--- src/rtl/core/gga_pkg.sv ---
// Shared types and constants for the group-average smoothing block.
`default_nettype none

package gga_pkg;

    localparam int DATA_W  = 32;  // Q16.16 word
    localparam int ADDR_W  = 6;   // sample slot address
    localparam int CNT_W   = 7;   // sample count, 0..64
    localparam int DIV_W   = 4;   // final chunk size, 1..8
    localparam int SUM_W   = 36;  // sum of up to eight words
    localparam int FEAT_N  = 4;   // feature lanes on the ports
    localparam int R_W     = 4;   // grid side r, 1..8
    localparam logic [1:0] KEYS_RESET = 2'd2;

    typedef struct packed {
        logic signed [DATA_W-1:0] key_a;
        logic signed [DATA_W-1:0] key_b;
        logic signed [DATA_W-1:0] feat_a;
        logic signed [DATA_W-1:0] feat_b;
        logic signed [DATA_W-1:0] feat_c;
        logic signed [DATA_W-1:0] feat_d;
        logic                     final_sample;
    } t_sample;

    typedef struct packed {
        logic signed [DATA_W-1:0] mean_a;
        logic signed [DATA_W-1:0] mean_b;
        logic signed [DATA_W-1:0] mean_c;
        logic signed [DATA_W-1:0] mean_d;
        logic [ADDR_W-1:0]        source_slot;
        logic                     run_end;
    } t_result;

    // Store write from the front end.
    typedef struct packed {
        logic                           en;
        logic [ADDR_W-1:0]              addr;
        logic [1:0][DATA_W-1:0]         keys;
        logic [FEAT_N-1:0][DATA_W-1:0]  feats;
    } t_wr;

    // One grouping job.
    typedef struct packed {
        logic             two_keys;
        logic [CNT_W-1:0] kept;    // r^(2K)
        logic [CNT_W-1:0] chunk1;  // r^(2K-1), second key pass
        logic [CNT_W-1:0] fin;     // r^K, final chunk
    } t_job;

endpackage

`default_nettype wire

--- src/rtl/core/gga_job_fifo.sv ---
// Two-entry job queue between front and back end.
`default_nettype none

module gga_job_fifo import gga_pkg::*; (
    input  wire logic  i_clk,
    input  wire logic  i_rst_n,
    input  wire logic  i_push,
    input  t_job       i_job,
    input  wire logic  i_pop,
    output t_job       o_job,
    output logic       o_full,
    output logic       o_empty
);

    t_job       r_mem [2];
    logic       r_wp;
    logic       r_rp;
    logic [1:0] r_cnt;

    assign o_full  = r_cnt == 2'd2;
    assign o_empty = r_cnt == 2'd0;
    assign o_job   = r_mem[r_rp];

    always_ff @(posedge i_clk) begin
        if (i_push && !o_full)
            r_mem[r_wp] <= i_job;
    end

    always_ff @(posedge i_clk) begin
        if (!i_rst_n) begin
            r_wp  <= 1'b0;
            r_rp  <= 1'b0;
            r_cnt <= '0;
        end else begin
            if (i_push && !o_full)
                r_wp <= !r_wp;
            if (i_pop && !o_empty)
                r_rp <= !r_rp;
            r_cnt <= r_cnt + 2'(i_push && !o_full) - 2'(i_pop && !o_empty);
        end
    end

endmodule

`default_nettype wire

--- config.mk ---
export PLATFORM = sky130hd
export DESIGN_NAME = gga_job_fifo
export DESIGN_NICKNAME = d
export VERILOG_FILES = /design/src/rtl/core/gga_pkg.sv /design/src/rtl/core/gga_job_fifo.sv
export SDC_FILE = /design/constraint.sdc
export NUM_CORES = 1
export LEC_CHECK = 0
export BUFFER_PORTS_ARGS = -buffer_cell sky130_fd_sc_hd__buf_2
export CAP_MARGIN = 40
export CORE_ASPECT_RATIO = 0.5
export CORE_MARGIN = 4
export CORE_UTILIZATION = 55
export CTS_BUF_LIST = sky130_fd_sc_hd__clkbuf_8
export DETAILED_ROUTE_END_ITERATION = 10
export GPL_ROUTABILITY_DRIVEN = 1
export PLACE_DENSITY = 0.91
export SYNTH_ARGS = -nofsm -noshare
export SYNTH_HDL_FRONTEND = slang
export SYNTH_SLANG_ARGS = --single-unit
export TNS_END_PERCENT = 10
--- constraint.sdc ---
create_clock -name i_clk -period 3.5 [get_ports i_clk]
set_clock_uncertainty 0.2 [all_clocks]
set_input_delay 0 -clock i_clk [delete_from_list [all_inputs] [get_ports i_clk]]
set_output_delay 0 -clock i_clk [all_outputs]
set_load 0.01 [all_outputs]
[After elaboration in Yosys (flattened, before gate mapping)]
Memories as Yosys holds them, arrays and structs flattened. A register that Yosys moved wholly into a read port is not among the register bits.
Cells that the tools add are included.
Operators by class
  mux-type cells: 4
  reductions and logical operators: 7
  add/sub/neg operators: 2
  equality and inequality tests: 1
Operators by type and width (number)
  1-bit zero test: 4
  1-bit two-way mux: 4
  2-bit by 1-bit adder with 2-bit output: 1
  2-bit equality test, second input constant: 1
  1-bit logical AND: 2
  2-bit zero test: 1
  2-bit by 1-bit subtractor with 2-bit output: 1
Storage, ports and cells
  output and inout port bits: 24
  bits of input ports: 26
  memories: 1
  logic and storage cells: 18
  register bits after elaboration: 4
  RAM bits: 44
Memories
  r_mem: depth 2, bits a word 22, read ports 1, clocked after memory_dff 1, wr ports 1, RTL line gga_job_fifo.sv:15  | t_job r_mem [2];

[Logic depth before layout (Yosys ltp)]
  depth in word-level cells: 5
  gate-level depth with buffers: 8

[Worst setup path after synthesis]
OpenSTA, ideal clock, no wires.
  kind: reg2reg
  from: register r_cnt[0]
  to: memory r_mem[0][0] (netlist bit), enable pin
  data arrival time: 1531 ps
  setup slack: 1368 ps
  data required time: 2899 ps
  cell stages (with the launch flop): 4
  cell sequence: dfxtp_1 -> nand2b_1 -> nand2_1 -> nor2_1
On the way
  longest elaborated chain between the ends: 5
Ends and longest elaborated chain
  start: declaration: RTL line gga_job_fifo.sv:18  | logic [1:0] r_cnt;
  start signal: assignment: RTL line gga_job_fifo.sv:39  | r_cnt <= r_cnt + 2'(i_push && !o_full) - 2'(i_pop && !o_empty);
  2-bit equality test: RTL line gga_job_fifo.sv:20  | assign o_full = r_cnt == 2'd2;
  1-bit zero test: RTL line gga_job_fifo.sv:25  | if (i_push && !o_full)
  1-bit logical AND: RTL line gga_job_fifo.sv:25
  1-bit two-way mux: RTL line gga_job_fifo.sv:25
  1-bit two-way mux (not written as such): RTL line gga_job_fifo.sv:26  | r_mem[r_wp] <= i_job;
  end: declaration: RTL line gga_job_fifo.sv:15
Every way passes these cells.

[Final worst setup path]
  from: register r_cnt[0]
  to: register r_cnt[1]
On the way
  longest elaborated chain between the ends: 5
  elaborated cells on any way between the ends: 8
  those cells by class: add/sub (2); eq/ne (1); reduce/logical (5)
Ends and longest elaborated chain (RTL line)
  2-bit equality test: gga_job_fifo.sv:20
  1-bit zero test: gga_job_fifo.sv:39
  1-bit logical AND: gga_job_fifo.sv:39
  2-bit by 1-bit adder with 2-bit output: gga_job_fifo.sv:39
  2-bit by 1-bit subtractor with 2-bit output *: gga_job_fifo.sv:39
Every way passes the cells marked *; elsewhere a longest branch is shown, timed or not.
A chain may end at the register's enable or synchronous reset.

==> metrics.yaml <==
grt_pass1_vias: 1092
finalPower_w: 0.00154
worst_pin_slew_ns: 0.365
setup_tns_ns: 0
critical_path_required_ns: 3.50
r2r_start: "r_cnt[0]"
p_per_area_nw_per_um2: 616
p_int_w: 0.00111
power.clock.fraction_pct: 19.8
die_x_um: 89.5
yosys_warnings: 0
final_common_cell: "buf_2"
slowest_stage: "dfxtp_1"
ff2ff_path_depth: 8
wl_um: 3530
die_area_um2: 4370
r2r_end: "r_cnt[1]"
synth_area_leaders: "edfxtp_1 (72%), mux2_2 (14%), dfxtp_1 (5.5%), xnor2_1 (1.4%), ha_1 (1.4%)"
maxSlewViolCount: 0
row_count: 14
worstHoldPathCells: 2
grt-ovfl-total: 0
synth_top_area_share_pct: 72.3
start_util_pct: 59.3
place.detailed.hpwl_um: 2140
pin_count: 50
power.switching_w: 0.000428
postCtsSetupBuffers: 0
multiInputGateArea_um2: 379
numCtsBuffers: 5
cpLargestDelayFamily: "adder cells"
cp_num_buf_inv: 1
max_stage_delay_ns: 0.38
dp_worst_setup_slack_ns: 1.63
postPlaceCellArea_um2: 2170
io_buffers: 49
ir_drop_mv: 0.439
ys_seq_area_share_pct: 77.8
worst_slack_ns: 1.61
holdPathEnd: "r_mem[0][4]"
vias_per_cell: 4.92
synthCells: 93
final_util_pct: 81.2
arrival_ns: 1.89
core-area_um2: 3080
seq_area_um2: 1420
startpoint: "r_cnt[0]"
fmax_ghz: 0.528
antenna_found_initial: 0
hold_violations: 0
cts_buffer_depth: 2
gp_congestion: 0.830
fillers: 152
worstSkewPairLatency_ns: 0.29
tritoncts: "built"
drc_errors: 0
path_class: "flip-flop to flip-flop"
relSlewSlack_pct: 75.6
drt_iter0_markers: 40
htree_levels: 2
syn_area_per_cell_um2: 19.7
drtAntennaViolNets: 0
area_growth_pct: 37.0
ff2ff_setup_slack_ns: 1.61
rsz0062_at_grt: "false"
ys_ff_latch: 49
min_from: "i_job[4]"
min_period_ns: 1.89
setup_violations: 0
globalRouteTotalUtil_pct: 17.6
grt_first_pass_wirelength_um: 5470
die_h_um: 48.8
drive_gt1_share_pct: 46.0
switching_share_pct: 27.8
synth_cell_types: 15
grt_start_max_net_pins: 20
p_comb_share_pct: 29.9
num_antenna_cells: 0
routedWlPerCell_um: 16.4
cts_resized: 0
nets: 203
fin_area_um2: 2500
synth_area_um2: 1830
critPathMaxFanout: 4
vias: 1062
seq_power_share_pct: 50.3
root_buffer: "clkbuf_8"
yosys.area.top_type: "edfxtp_1"
cellLeakagePower_nw: 0.987
syn-num-nets: 121
dr.pass1.iters: 4
start_kind: "flip-flop"
drv_cap: 0
clock-sinks: 49
cp_cell_sequence: "nand2b_1 > nand2_1 > ha_1 > inv_1 > ha_1 > xnor2_1 > xnor2_1 > and2_1"
critPathCaptureType: "flip-flop"
path_clk_slew_ns: 0.08
final.period_utilization_pct: 54.1
hold_path_class: "input port to flip-flop"
mostFrequentLayoutCells: "buf_2 (49), edfxtp_1 (44), dlygate4sd3_1 (25)"
outcome: "finished, final reports clean"
routing by layer:
layer / part of all wire (%) / global-route usage, %
met2: 52 / 30.0
met4: 1.1 / 5.20
met5: 0 / 0
met1: 43 / 21.2
met3: 3.5 / 5.59
power groups by stage:
stage / clock (W) / combinational [W] / sequential (W)
2_1_floorplan: 0 / 0.000274 / 0.000775
3_3_place_gp: 0 / 0.000361 / 0.000806
3_5_place_dp: 0 / 0.000439 / 0.000787
4_1_cts: 0.000303 / 0.000465 / 0.000775
5_1_grt: 0.000337 / 0.000498 / 0.000782
6_report: 0.000305 / 0.000461 / 0.000776
flip-flops by register name, summed over array words and instances, names as in the netlist, named ones only:
name	flops
r_wp	1
r_rp	1
r_mem	44
r_cnt	2
per-stage QoR:
stage | hold slack [ns] | instances
detailed placement | -0.00844 | 183
CTS | 0.221 | 216
floorplan | -0.101 | 93
global route | 0.229 | 216
finish | 0.223 | 216
global placement | -0.0114 | 180
repair_timing:
item	in CTS	in global routing
endpoints found under the setup margin	0	0
hold endpoints to repair	49	0
hold buffers	25	0
how the worst max path moves through the flow:
stage	cells past startpoint	end
2_1_floorplan	3	r_mem[0][0]
3_3_place_gp	3	r_mem[0][9]
3_5_place_dp	8	r_cnt[1]
4_1_cts	8	r_cnt[1]
5_1_grt	8	r_cnt[1]
6_report	8	r_cnt[1]
Yosys cell counts:
master and n:
inv_1 2, o21a_2 1, xnor2_1 3, buf_6 2, dfxtp_1 5, and3_1 1, ha_1 2, nand2_1 2
nor2b_1 2, edfxtp_1 44, mux2_2 22, nand2b_1 2, nor2_1 2, and2_1 2, mux2i_1 1
final cells by class:
cell class / count / area share, %
Clock buffer: 5 / 2.75
Clock inverter: 3 / 0.450
Inverter: 2 / 0.300
Multi-Input combinational cell: 40 / 15.1
Sequential cell: 49 / 56.8
Tap cell: 40 / 2.00
Timing Repair Buffer: 77 / 22.6
cell families after synthesis:
kind of cell               after synthesis  share of synthesized area (%)
xor gates and xnor gates                 3                           1.44
adders and majority gates                2                           1.37
muxes                                   23                           14.1
and+or+nand+nor                         11                           3.22
AOI/OAI and AO/OA                        1                          0.479
buffers and inverters                    4                           1.64
DFF                                     49                           77.8
(Power assumes the default switching activity.)
