File: src/rtl/core/gga_pkg.sv
// Shared types and constants for the group-average smoothing block.
`default_nettype none

package gga_pkg;

    localparam int DATA_W  = 32;  // Q16.16 word
    localparam int ADDR_W  = 6;   // sample slot address
    localparam int CNT_W   = 7;   // sample count, 0..64
    localparam int DIV_W   = 4;   // final chunk size, 1..8
    localparam int SUM_W   = 36;  // sum of up to eight words
    localparam int FEAT_N  = 4;   // feature lanes on the ports
    localparam int R_W     = 4;   // grid side r, 1..8
    localparam logic [1:0] KEYS_RESET = 2'd2;

    typedef struct packed {
        logic signed [DATA_W-1:0] key_a;
        logic signed [DATA_W-1:0] key_b;
        logic signed [DATA_W-1:0] feat_a;
        logic signed [DATA_W-1:0] feat_b;
        logic signed [DATA_W-1:0] feat_c;
        logic signed [DATA_W-1:0] feat_d;
        logic                     final_sample;
    } t_sample;

    typedef struct packed {
        logic signed [DATA_W-1:0] mean_a;
        logic signed [DATA_W-1:0] mean_b;
        logic signed [DATA_W-1:0] mean_c;
        logic signed [DATA_W-1:0] mean_d;
        logic [ADDR_W-1:0]        source_slot;
        logic                     run_end;
    } t_result;

    // Store write from the front end.
    typedef struct packed {
        logic                           en;
        logic [ADDR_W-1:0]              addr;
        logic [1:0][DATA_W-1:0]         keys;
        logic [FEAT_N-1:0][DATA_W-1:0]  feats;
    } t_wr;

    // One grouping job.
    typedef struct packed {
        logic             two_keys;
        logic [CNT_W-1:0] kept;    // r^(2K)
        logic [CNT_W-1:0] chunk1;  // r^(2K-1), second key pass
        logic [CNT_W-1:0] fin;     // r^K, final chunk
    } t_job;

endpackage

`default_nettype wire

File: src/rtl/core/gga_if.sv
// Handshake channels of the group-average smoothing block.
`default_nettype none

interface gga_sample_if;
    import gga_pkg::*;
    logic    valid;
    logic    ready;
    t_sample data;
    modport source (output valid, output data, input ready);
    modport sink   (input valid, input data, output ready);
endinterface


interface gga_cfg_if;
    logic       valid;
    logic       ready;
    logic [1:0] data;
    modport source (output valid, output data, input ready);
    modport sink   (input valid, input data, output ready);
endinterface

`default_nettype wire

File: src/rtl/core/gga_front.sv
// Front end: sample intake, store writes and job setup on the final sample.
`default_nettype none

module gga_front import gga_pkg::*; #(
    parameter int MAX_SAMPLES = 64,
    parameter int MAX_KEYS    = 2
) (
    input  wire logic   i_clk,
    input  wire logic   i_rst_n,
    gga_sample_if.sink  i_sample,
    gga_cfg_if.sink     i_cfg,
    output t_wr         o_wr,
    output logic        o_push,
    output t_job        o_job,
    input  wire logic   i_full,
    input  wire logic   i_done
);

    logic [1:0]       r_key_count;
    logic [CNT_W-1:0] r_loaded;
    logic             r_hold;
    logic             acc;
    logic             room;
    logic [CNT_W-1:0] n;
    logic             two_keys;
    logic [R_W-1:0]   r;
    logic [CNT_W-1:0] r2;

    assign i_cfg.ready    = 1'b1;
    assign i_sample.ready = !r_hold && !i_full;
    assign acc  = i_sample.valid && i_sample.ready;
    assign room = r_loaded < CNT_W'(MAX_SAMPLES);
    assign n    = r_loaded + CNT_W'(room);

    assign o_wr.en       = acc && room;
    assign o_wr.addr     = r_loaded[ADDR_W-1:0];
    assign o_wr.keys     = {i_sample.data.key_b, i_sample.data.key_a};
    assign o_wr.feats    = {i_sample.data.feat_d, i_sample.data.feat_c,
                            i_sample.data.feat_b, i_sample.data.feat_a};

    // Zero acts as one key; clamp to the supported key count.
    assign two_keys = (r_key_count >= 2'd2) && (MAX_KEYS >= 2);

    // Largest r with r^(2K) <= n.
    always_comb begin
        r = R_W'(1);
        for (int t = 2; t <= 8; t++) begin
            if (two_keys) begin
                if (CNT_W'(t * t * t * t) <= n && t * t * t * t <= 64)
                    r = R_W'(t);
            end else begin
                if (CNT_W'(t * t) <= n)
                    r = R_W'(t);
            end
        end
    end

    assign r2 = CNT_W'(r * r);
    assign o_job.two_keys = two_keys;
    assign o_job.kept     = two_keys ? CNT_W'(r2 * r2) : r2;
    assign o_job.chunk1   = CNT_W'(r2 * r);
    assign o_job.fin      = two_keys ? r2 : CNT_W'(r);
    assign o_push         = acc && i_sample.data.final_sample;

    always_ff @(posedge i_clk) begin
        if (!i_rst_n) begin
            r_key_count <= KEYS_RESET;
            r_loaded    <= '0;
            r_hold      <= 1'b0;
        end else begin
            if (i_cfg.valid)
                r_key_count <= i_cfg.data;
            if (acc)
                r_loaded <= i_sample.data.final_sample ? '0 : n;
            // Hold intake while the back end owns the stores.
            if (o_push)
                r_hold <= 1'b1;
            else if (i_done)
                r_hold <= 1'b0;
        end
    end

endmodule

`default_nettype wire

File: src/flat_wrapper.sv
// flat-port wrapper written by rule: the top's interface ports become plain ports
module gga_front_flat import gga_pkg::*;
#(
    parameter int MAX_SAMPLES = 64,
    parameter int MAX_KEYS    = 2
)
  (i_clk, i_rst_n, o_wr, o_push, o_job, i_full, i_done, i_sample_valid, i_sample_data, i_sample_ready, i_cfg_valid, i_cfg_data, i_cfg_ready);
  gga_sample_if i_sample_i ();
  gga_cfg_if i_cfg_i ();
  input  wire logic i_clk;
  input  wire logic i_rst_n;
  output t_wr o_wr;
  output logic o_push;
  output t_job o_job;
  input  wire logic i_full;
  input  wire logic i_done;
  input wire logic [$bits(i_sample_i.valid)-1:0] i_sample_valid;
  input wire logic [$bits(i_sample_i.data)-1:0] i_sample_data;
  output wire logic [$bits(i_sample_i.ready)-1:0] i_sample_ready;
  input wire logic [$bits(i_cfg_i.valid)-1:0] i_cfg_valid;
  input wire logic [$bits(i_cfg_i.data)-1:0] i_cfg_data;
  output wire logic [$bits(i_cfg_i.ready)-1:0] i_cfg_ready;
  assign i_sample_i.valid = i_sample_valid;
  assign i_sample_i.data = i_sample_data;
  assign i_sample_ready = i_sample_i.ready;
  assign i_cfg_i.valid = i_cfg_valid;
  assign i_cfg_i.data = i_cfg_data;
  assign i_cfg_ready = i_cfg_i.ready;
  gga_front #(.MAX_SAMPLES(MAX_SAMPLES), .MAX_KEYS(MAX_KEYS)) u_core (.i_clk(i_clk), .i_rst_n(i_rst_n), .i_sample(i_sample_i), .i_cfg(i_cfg_i), .o_wr(o_wr), .o_push(o_push), .o_job(o_job), .i_full(i_full), .i_done(i_done));
endmodule
File: config.mk
export PLATFORM = sky130hd
export DESIGN_NAME = gga_front_flat
export DESIGN_NICKNAME = d
export VERILOG_FILES = /design/src/rtl/core/gga_pkg.sv /design/src/rtl/core/gga_if.sv /design/src/rtl/core/gga_front.sv /design/src/flat_wrapper.sv
export SDC_FILE = /design/constraint.sdc
export NUM_CORES = 1
export LEC_CHECK = 0
export BUFFER_PORTS_ARGS = -buffer_cell sky130_fd_sc_hd__buf_2
export CAP_MARGIN = 20
export CORE_AREA = 5 5 160 162
export DETAILED_ROUTE_END_ITERATION = 8
export DIE_AREA = 0 0 165 167
export HOLD_SLACK_MARGIN = 0.06
export PLACE_DENSITY = 0.47
export SLEW_MARGIN = 40
export SYNTH_ARGS = -nofsm -noshare
export SYNTH_HDL_FRONTEND = slang
export SYNTH_SLANG_ARGS = --single-unit
export TNS_END_PERCENT = 5
File: constraint.sdc
create_clock -name i_clk -period 8 [get_ports i_clk]
set_clock_uncertainty 0.2 [all_clocks]
set_input_delay 1.6 -clock i_clk [delete_from_list [all_inputs] [get_ports i_clk]]
set_output_delay 1.6 -clock i_clk [all_outputs]
set_load 0.05 [all_outputs]
[Word-level counts from Yosys, hierarchy flattened]
Cells that the tools add are included.
Cells by class
  $add $sub $neg: 1
  multipliers: 3
  div/mod/pow operators: 0
  order comparisons: 9
  equal/unequal tests: 0
  shift operators: 0
  multiplexer cells: 20
  bitwise operators: 0
  reductions and logical operators: 7
Operator list (count)
  2-to-1 mux 4 bit: 13
  2-to-1 mux 7 bit: 3
  <= comparator 5 x 7 -> 1 bit (first input constant): 2
  <= comparator 6 x 7 -> 1 bit (first input constant): 2
  adder 7 x 1 -> 7 bit: 1
  <= comparator 3 x 7 -> 1 bit (first input constant): 1
  <= comparator 4 x 7 -> 1 bit (first input constant): 1
  <= comparator 7 bit (first input constant): 1
  less-than comparator 7 bit (second input constant): 1
  multiplier 4 x 4 -> 7 bit: 1
  multiplier 7 x 4 -> 7 bit: 1
  multiplier 7 x 7 -> 7 bit: 1
  logical AND 1 bit: 4
  2-to-1 mux 2 bit: 2
  greater-or-equal comparator 2 bit (second input constant): 1
  zero test 1 bit: 2
  2-to-1 mux 1 bit: 2
  nonzero test 2 bit: 1
Word-level totals
  register bits after elaboration: 10
  latch bits: 0
  RAM bits: 0
  ROM bits: 0
  input port bits: 201
  output and inout port bits: 224
  logic and storage cells: 43
  memories kept: 0

[Longest topological paths before layout]
Gate-level depths: netlist of run 1.
  word-level depth: 20
  mapped depth: 29

[Worst setup path before layout of run 1]
Ideal clock, no wire load.
  kind: register to output
  from: reg u_core.r_loaded[6]
  to: out o_job[13] (netlist name)
  data arrival time: 8176 ps
  required time: 6200 ps
  path slack: -1976 ps
  cell stages (with the launch flop): 27
  path through: dfxtp_1 -> buf_2 -> inv_1 -> ha_1 -> ha_1 -> buf_6 -> and3_4 -> nor4_2 -> o22ai_2 -> a211oi_2 -> nor2_1 -> nor3_1 -> ha_1 -> xor2_1 -> ha_1 -> inv_1 -> nor2_1 -> nand2_1 -> fa_1 -> inv_1 -> fa_1 -> ha_1 -> a21oi_1 -> xnor2_1 -> xnor2_1 -> xnor2_1 -> xnor2_1
RTL lines
  start, declared: RTL line gga_front.sv:20  | logic [CNT_W-1:0] r_loaded;
  start signal, assigned: RTL line gga_front.sv:74  | r_loaded <= i_sample.data.final_sample ? '0 : n;
  end, declared: RTL line flat_wrapper.sv:14  | output t_job o_job;

==> out/metrics.yaml, run 1 <==
initial_utilization_pct: 13.7
firstDrtPassIters: 5
drive_above_1_share_pct: 34.7
crit_path_end_kind: "output pin"
dp.cells: 584
cp.required_ps: 6200
holdWs_ps: 387
cts.path.max_buffers: 2
final_cells: 592
post-route-cell-area_um2: 2540
vias_per_cell: 3.34
drtIter0Drc: 32
htree_num_levels: 1
rrSetupSlack_ps: 6080
ys_warn_count: 0
synth_cells: 427
chipHeight_um: 167
finalHoldViolations: 0
cp_data_arrival_time_ps: 5960
drv_slew: 0
ys_seq_area_share_pct: 5.49
finalCritPeriodShare_pct: 97.0
ioPinCount: 425
avgRoutedWirePerCell_um: 14.5
cts_root_buf: "clkbuf_16"
netlist_area_um2: 3280
hold_path.startpoint: "u_core.r_loaded[0]"
crit_top_cell: "ha_1"
min_period_ps: 7760
cpPeakStageDelay_ps: 590
layout.nets: 492
insertion_delay_ps: 230
startpoint_type: "flop"
finalSetupViolCount: 0
antenna_found_initial: 0
reg2regPathDepth: 8
utilization_pct: 10.6
placed_area_um2: 2410
numCtsBuffers: 3
max_freq_ghz: 0.129
powerDensity_nw_per_um2: 74.9
ys.flop_type: "dfxtp_1"
ys_ff_latch: 9
crit_fanout: 14
first_global_vias: 2052
port_buffers: 37
dieArea_um2: 27600
dp_hpwl_um: 7060
timing.rr.start: "u_core.r_loaded[6]"
slowest_stage: "fa_1"
wl_um: 8570
cts_tree: "yes"
syn_area_per_cell_um2: 7.69
grt_pass1_wl_um: 12700
synth_cell_types: 63
grt_usage_pct: 5.98
ant_nets: 0
slew-limit-headroom_pct: 63.9
regArea_um2: 183
min_path_type: "reg2reg"
num_rows: 57
core_um2: 24000
r2r_end: "u_core.r_loaded[6]"
min_to: "u_core.r_loaded[0]"
p_leak_uw: 0.000991
drv_cap: 0
clkTransAtPathRegs_ps: 40
status: "finished clean"
worst_pin_slew_ps: 541
grt-ovfl-total: 0
grt_setup_unrepaired: "no"
synthArstFlopShare_pct: 0
finalSetupTns_ps: 0
n_antenna_cell: 0
place.gp.congestion: 0.766
ir_drop_mv: 0.0444
area_growth_pct: -22.7
via_count: 1978
clock_sinks: 9
grt_max_degree: 23
fill_cells: 2805
min_path_cells: 2
die_x_um: 165
drcViolationCount: 0
synth_edf_count: 0
criticalPathCategory: "reg2out"
multiInputGateArea_um2: 1510
[cells in the final DEF (no fill, tap or decap), types with 4 or more instances in the layout]
cell	n
and2_1	7
buf_2	35
nand2_1	18
a21oi_2	5
nand3_1	4
nor2_1	17
a211o_1	4
o21ai_0	8
nor2b_1	4
buf_4	16
dfxtp_1	7
conb_1	5
a21oi_1	10
nor2_2	4
inv_1	15
fa_1	5
nor3b_1	4
xnor2_1	12
ha_1	14
nor3_1	4
[layout make-up]
class,count,share of cell area (%)
inverter,18,2.66
multi-input combinational,186,59.4
clock buffer,4,3.11
tap,324,16.0
sequential,9,7.20
timing repair buffer,51,11.6
[critical path, delay by kind of cell, from the launching register on]
family,cells,cell delay [ps]
adders and majority gates,8,2400
buffers and inverters,6,680
and+or+nand+nor,4,690
AOI/OAI and AO/OA,5,800
DFF,1,330
xor gates and xnor gates,5,830
[timing repair]
action | CTS | global route
hold buffers | 0 | 0
endpoints found under the setup margin | 0 | 2
buffers inserted | 0 | 4
gates resized for setup | 0 | 8
[through the flow]
step                      worst slack (ps)  total power (uW)
after detailed placement               346               102
final                                  241               190
after CTS                             49.0               193
after global routing                  9.12               199
after global placement                 296               102
after floorplan                       24.0               349
[Yosys cell counts, types with 2 or more instances]
library cell	instances	share of area, %
nand3_1	4	0.61
xnor2_1	13	3.5
nand4_1	2	0.38
buf_6	6	2.1
o21bai_1	2	0.46
nor2_1	20	2.3
a211o_1	4	1.1
nor2b_1	4	0.76
and2_1	7	1.3
nand2b_1	3	0.57
conb_1	2	0.23
a211oi_1	3	0.69
mux2i_1	2	0.61
a21oi_2	2	0.53
fa_1	5	3.1
nor2_2	2	0.38
buf_4	203	46
o21ai_0	8	1.2
nand2_1	19	2.2
buf_2	4	0.61
dfxtp_1	9	5.5
inv_1	17	1.9
or3_1	2	0.38
o21a_1	3	0.69
nor3_1	5	0.76
a21oi_1	13	2.0
a31oi_1	2	0.38
a311oi_1	2	0.53
xor2_1	2	0.53
ha_1	17	6.5
nor3b_1	4	0.92
nor4_2	2	0.76
clkbuf_1	4	0.46
[kinds of logic (layout without fill, tap and decap cells)]
group | Yosys count | count (layout) | synth area share, %
multiplexers | 2 | 2 | 0.610
XOR/XNOR | 16 | 16 | 4.50
AND/OR/NAND/NOR | 87 | 87 | 14.9
AO/OA/AOI/OAI | 54 | 54 | 13.1
adder cells (fa/ha/maj) | 22 | 22 | 9.53
other | 2 | 5 | 0.229
buffers and inverters | 235 | 73 | 51.6
flip-flops | 9 | 9 | 5.49
[worst max-delay path by stage]
| stage | end | from | slack, ps | cells past startpoint |
|---|---|---|---|---|
| detailed placement | o_job[13] | u_core.r_loaded[6] | 350 | 26 |
| global placement | o_job[13] | u_core.r_loaded[6] | 300 | 26 |
| CTS | o_job[13] | u_core.r_loaded[6] | 50 | 26 |
| finish | o_job[13] | u_core.r_loaded[6] | 240 | 28 |
| floorplan | o_job[13] | u_core.r_loaded[6] | 20 | 25 |
| global route | o_job[13] | u_core.r_loaded[6] | 9 | 27 |
[per-layer routing]
layer | vias up | track usage [%] | routed length [um]
li1 | 865 | - | -
met1 | 855 | 5.20 | 2610
met2 | 146 | 9.02 | 3690
met3 | 112 | 2.55 | 1060
met4 | 0 | 7.85 | 1220
met5 | - | 0 | 0
[registers in the layout (all words and copies together), names as in the netlist]
register,cells
u_core.r_loaded,7
u_core.r_key_count,1
u_core.r_hold,1
[power breakdown]
| group | total [uW] | switching, uW | internal [uW] |
|---|---|---|---|
| combinational | 54.4 | 39.3 | 15.0 |
| clock | 88.9 | 22.3 | 66.7 |
| sequential | 46.6 | 0.743 | 45.9 |
Note: power is estimated with default switching activity, not from simulation.
==> inputs of run 2 (changes only) <==
--- a/config.mk
+++ b/config.mk
@@ -7,11 +7,13 @@
 export LEC_CHECK = 0
 export BUFFER_PORTS_ARGS = -buffer_cell sky130_fd_sc_hd__buf_2
 export CAP_MARGIN = 20
-export CORE_AREA = 5 5 160 162
+export CELL_PAD_IN_SITES_DETAIL_PLACEMENT = 0
+export CELL_PAD_IN_SITES_GLOBAL_PLACEMENT = 1
+export CORE_AREA = 5 5 163 165
 export DETAILED_ROUTE_END_ITERATION = 8
-export DIE_AREA = 0 0 165 167
+export DIE_AREA = 0 0 168 170
 export HOLD_SLACK_MARGIN = 0.06
-export PLACE_DENSITY = 0.47
+export PLACE_DENSITY = 0.65
 export SLEW_MARGIN = 40
 export SYNTH_ARGS = -nofsm -noshare
 export SYNTH_HDL_FRONTEND = slang
==> run 2 against run 1 <==
Net effect:
- sequential share of layout area shrank 0.25 points
- sequential power is essentially flat
- hold slack lost 22 ps
- via count is essentially flat
- register-to-register slack lost 20 ps
- non-clock buffer count shrank 1
- critical path depth shrank 2
- combinational power grew 2%
- first-iteration DRC count grew 56%
- core utilization shrank 0.17 points
==> out/metrics.yaml, run 2 (synthesis results as in run 1) <==
layout_common_cells: "36 x buf_2, 18 x nand2_1, 17 x nor2_1"
grt_setup_unrepaired: "no"
min_to: "u_core.r_loaded[0]"
firstDrtPassIters: 4
max_freq_ghz: 0.130
drive_above_1_share_pct: 35.6
drv_cap: 0
status: "finished clean"
grt_usage_pct: 5.69
largest_reg_flops: 7
core_um2: 24900
holdWs_ps: 365
max_flop_register: "u_core.r_loaded"
finalSetupTns_ps: 0
numCtsBuffers: 3
grt-ovfl-total: 0
grt_max_degree: 23
cp.required_ps: 6200
vias_per_cell: 3.31
p_leak_uw: 0.000998
rrSetupSlack_ps: 6060
initial_utilization_pct: 13.2
cp_data_arrival_time_ps: 5870
min_path_type: "reg2reg"
port_buffers: 37
via_count: 1977
slew-limit-headroom_pct: 56.9
area_growth_pct: -21.0
insertion_delay_ps: 230
regArea_um2: 180
ioPinCount: 425
cts_root_buf: "clkbuf_16"
criticalPathCategory: "reg2out"
num_rows: 58
worst_pin_slew_ps: 645
avgRoutedWirePerCell_um: 14.6
cts_hold_buf: 0
drcViolationCount: 0
finalCritPeriodShare_pct: 95.9
htree_num_levels: 1
multiInputGateArea_um2: 1560
cts.path.max_buffers: 2
layout.nets: 491
dp_hpwl_um: 7250
crit_path_end_kind: "output pin"
finalSetupViolCount: 0
drv_slew: 0
grt_pass1_wl_um: 12600
fill_cells: 2864
clkTransAtPathRegs_ps: 40
finalHoldViolations: 0
min_path_cells: 2
drtIter0Drc: 50
r2r_end: "u_core.r_loaded[6]"
wl_um: 8700
ant_nets: 0
timing.rr.start: "u_core.r_loaded[6]"
startpoint_type: "flop"
antenna_found_initial: 0
min_period_ps: 7670
powerDensity_nw_per_um2: 73.0
ir_drop_mv: 0.0742
slowest_stage: "fa_1"
die_x_um: 168
clock_sinks: 9
chipHeight_um: 170
hold_path.startpoint: "u_core.r_loaded[0]"
reg2regPathDepth: 8
reg.largest.list: "u_core.r_loaded x7, u_core.r_hold x1, u_core.r_key_count x1"
crit_top_cell: "ha_4"
cpPeakStageDelay_ps: 550
layout_commonest_cell: "buf_2"
n_antenna_cell: 0
first_global_vias: 2070
cts_tree: "yes"
place.gp.congestion: 0.727
dieArea_um2: 28600
crit_fanout: 9
## run 2: changes by cell type in the layout (fill, tap and decap cells not counted), moves of 2 or more
cell | previous run | this run
dfxtp_2 | 2 | 0
nor2_2 | 4 | 2
nor2_4 | 1 | 3
buf_4 | 16 | 13
dfxtp_1 | 7 | 9
## run 2: per-layer routing
metal	vias up	routed length [um]	GRT usage (%)
li1	863	-	-
met1	859	2510	4.67
met2	139	4160	9.78
met3	116	1100	2.60
met4	0	928	5.93
met5	-	0	0
## run 2: worst max path at each step
stage	from	to	slack, ps	depth (start not counted)
floorplan	u_core.r_loaded[6]	o_job[13]	20	25
global placement	u_core.r_loaded[6]	o_job[13]	210	27
detailed placement	u_core.r_loaded[6]	o_job[13]	160	27
CTS	u_core.r_loaded[6]	o_job[13]	10	27
global route	u_core.r_loaded[6]	o_job[13]	4	27
finish	u_core.r_loaded[6]	o_job[13]	330	26
## run 2: stage by stage
| step | area (um^2) | worst slack [ps] | std cells | total power [uW] | util, % |
|---|---|---|---|---|---|
| final | 2590 | 327 | 597 | 189 | 10.4 |
| after global routing | 2590 | 4.02 | 597 | 200 | 10.4 |
| after CTS | 2490 | 13.6 | 592 | 192 | 9.99 |
| after detailed placement | 2410 | 165 | 588 | 103 | 9.67 |
| after global placement | 2410 | 211 | 588 | 102 | 9.67 |
| after floorplan | 3380 | 24.0 | 430 | 349 | - |
## run 2: worst max-delay path, delay by kind of cell, from the launching register on
| family | cells | cell delay (ps) |
|---|---|---|
| compound gates | 5 | 1090 |
| buf+inv | 3 | 310 |
| flops | 1 | 330 |
| simple gates | 4 | 440 |
| xor+xnor | 6 | 1000 |
| fa+ha+maj | 8 | 2450 |
## run 2: power by group
part           switching [uW]  internal [uW]  total, uW  leakage [uW]
clock network            21.0           66.5       87.6     0.0000382
logic                    40.4           15.0       55.3      0.000887
registers               0.564           45.9       46.5     0.0000730
total                    61.9            127        189      0.000998
## run 2: final cells by class
type / instances / share of cell area (%)
inverters: 18 / 2.70
multi-input cells: 186 / 60.3
clock buffers: 4 / 3.04
flip-flops and latches: 9 / 6.95
well taps: 330 / 15.9
repair buffers: 50 / 11.1
## run 2: timing repair
action | 4_1_cts | 5_1_grt
pin swaps | 2 | 5
endpoints found under the setup margin | 1 | 2
hold endpoints to repair | 0 | 0
buffers inserted | 0 | 5
gates resized for setup | 1 | 13
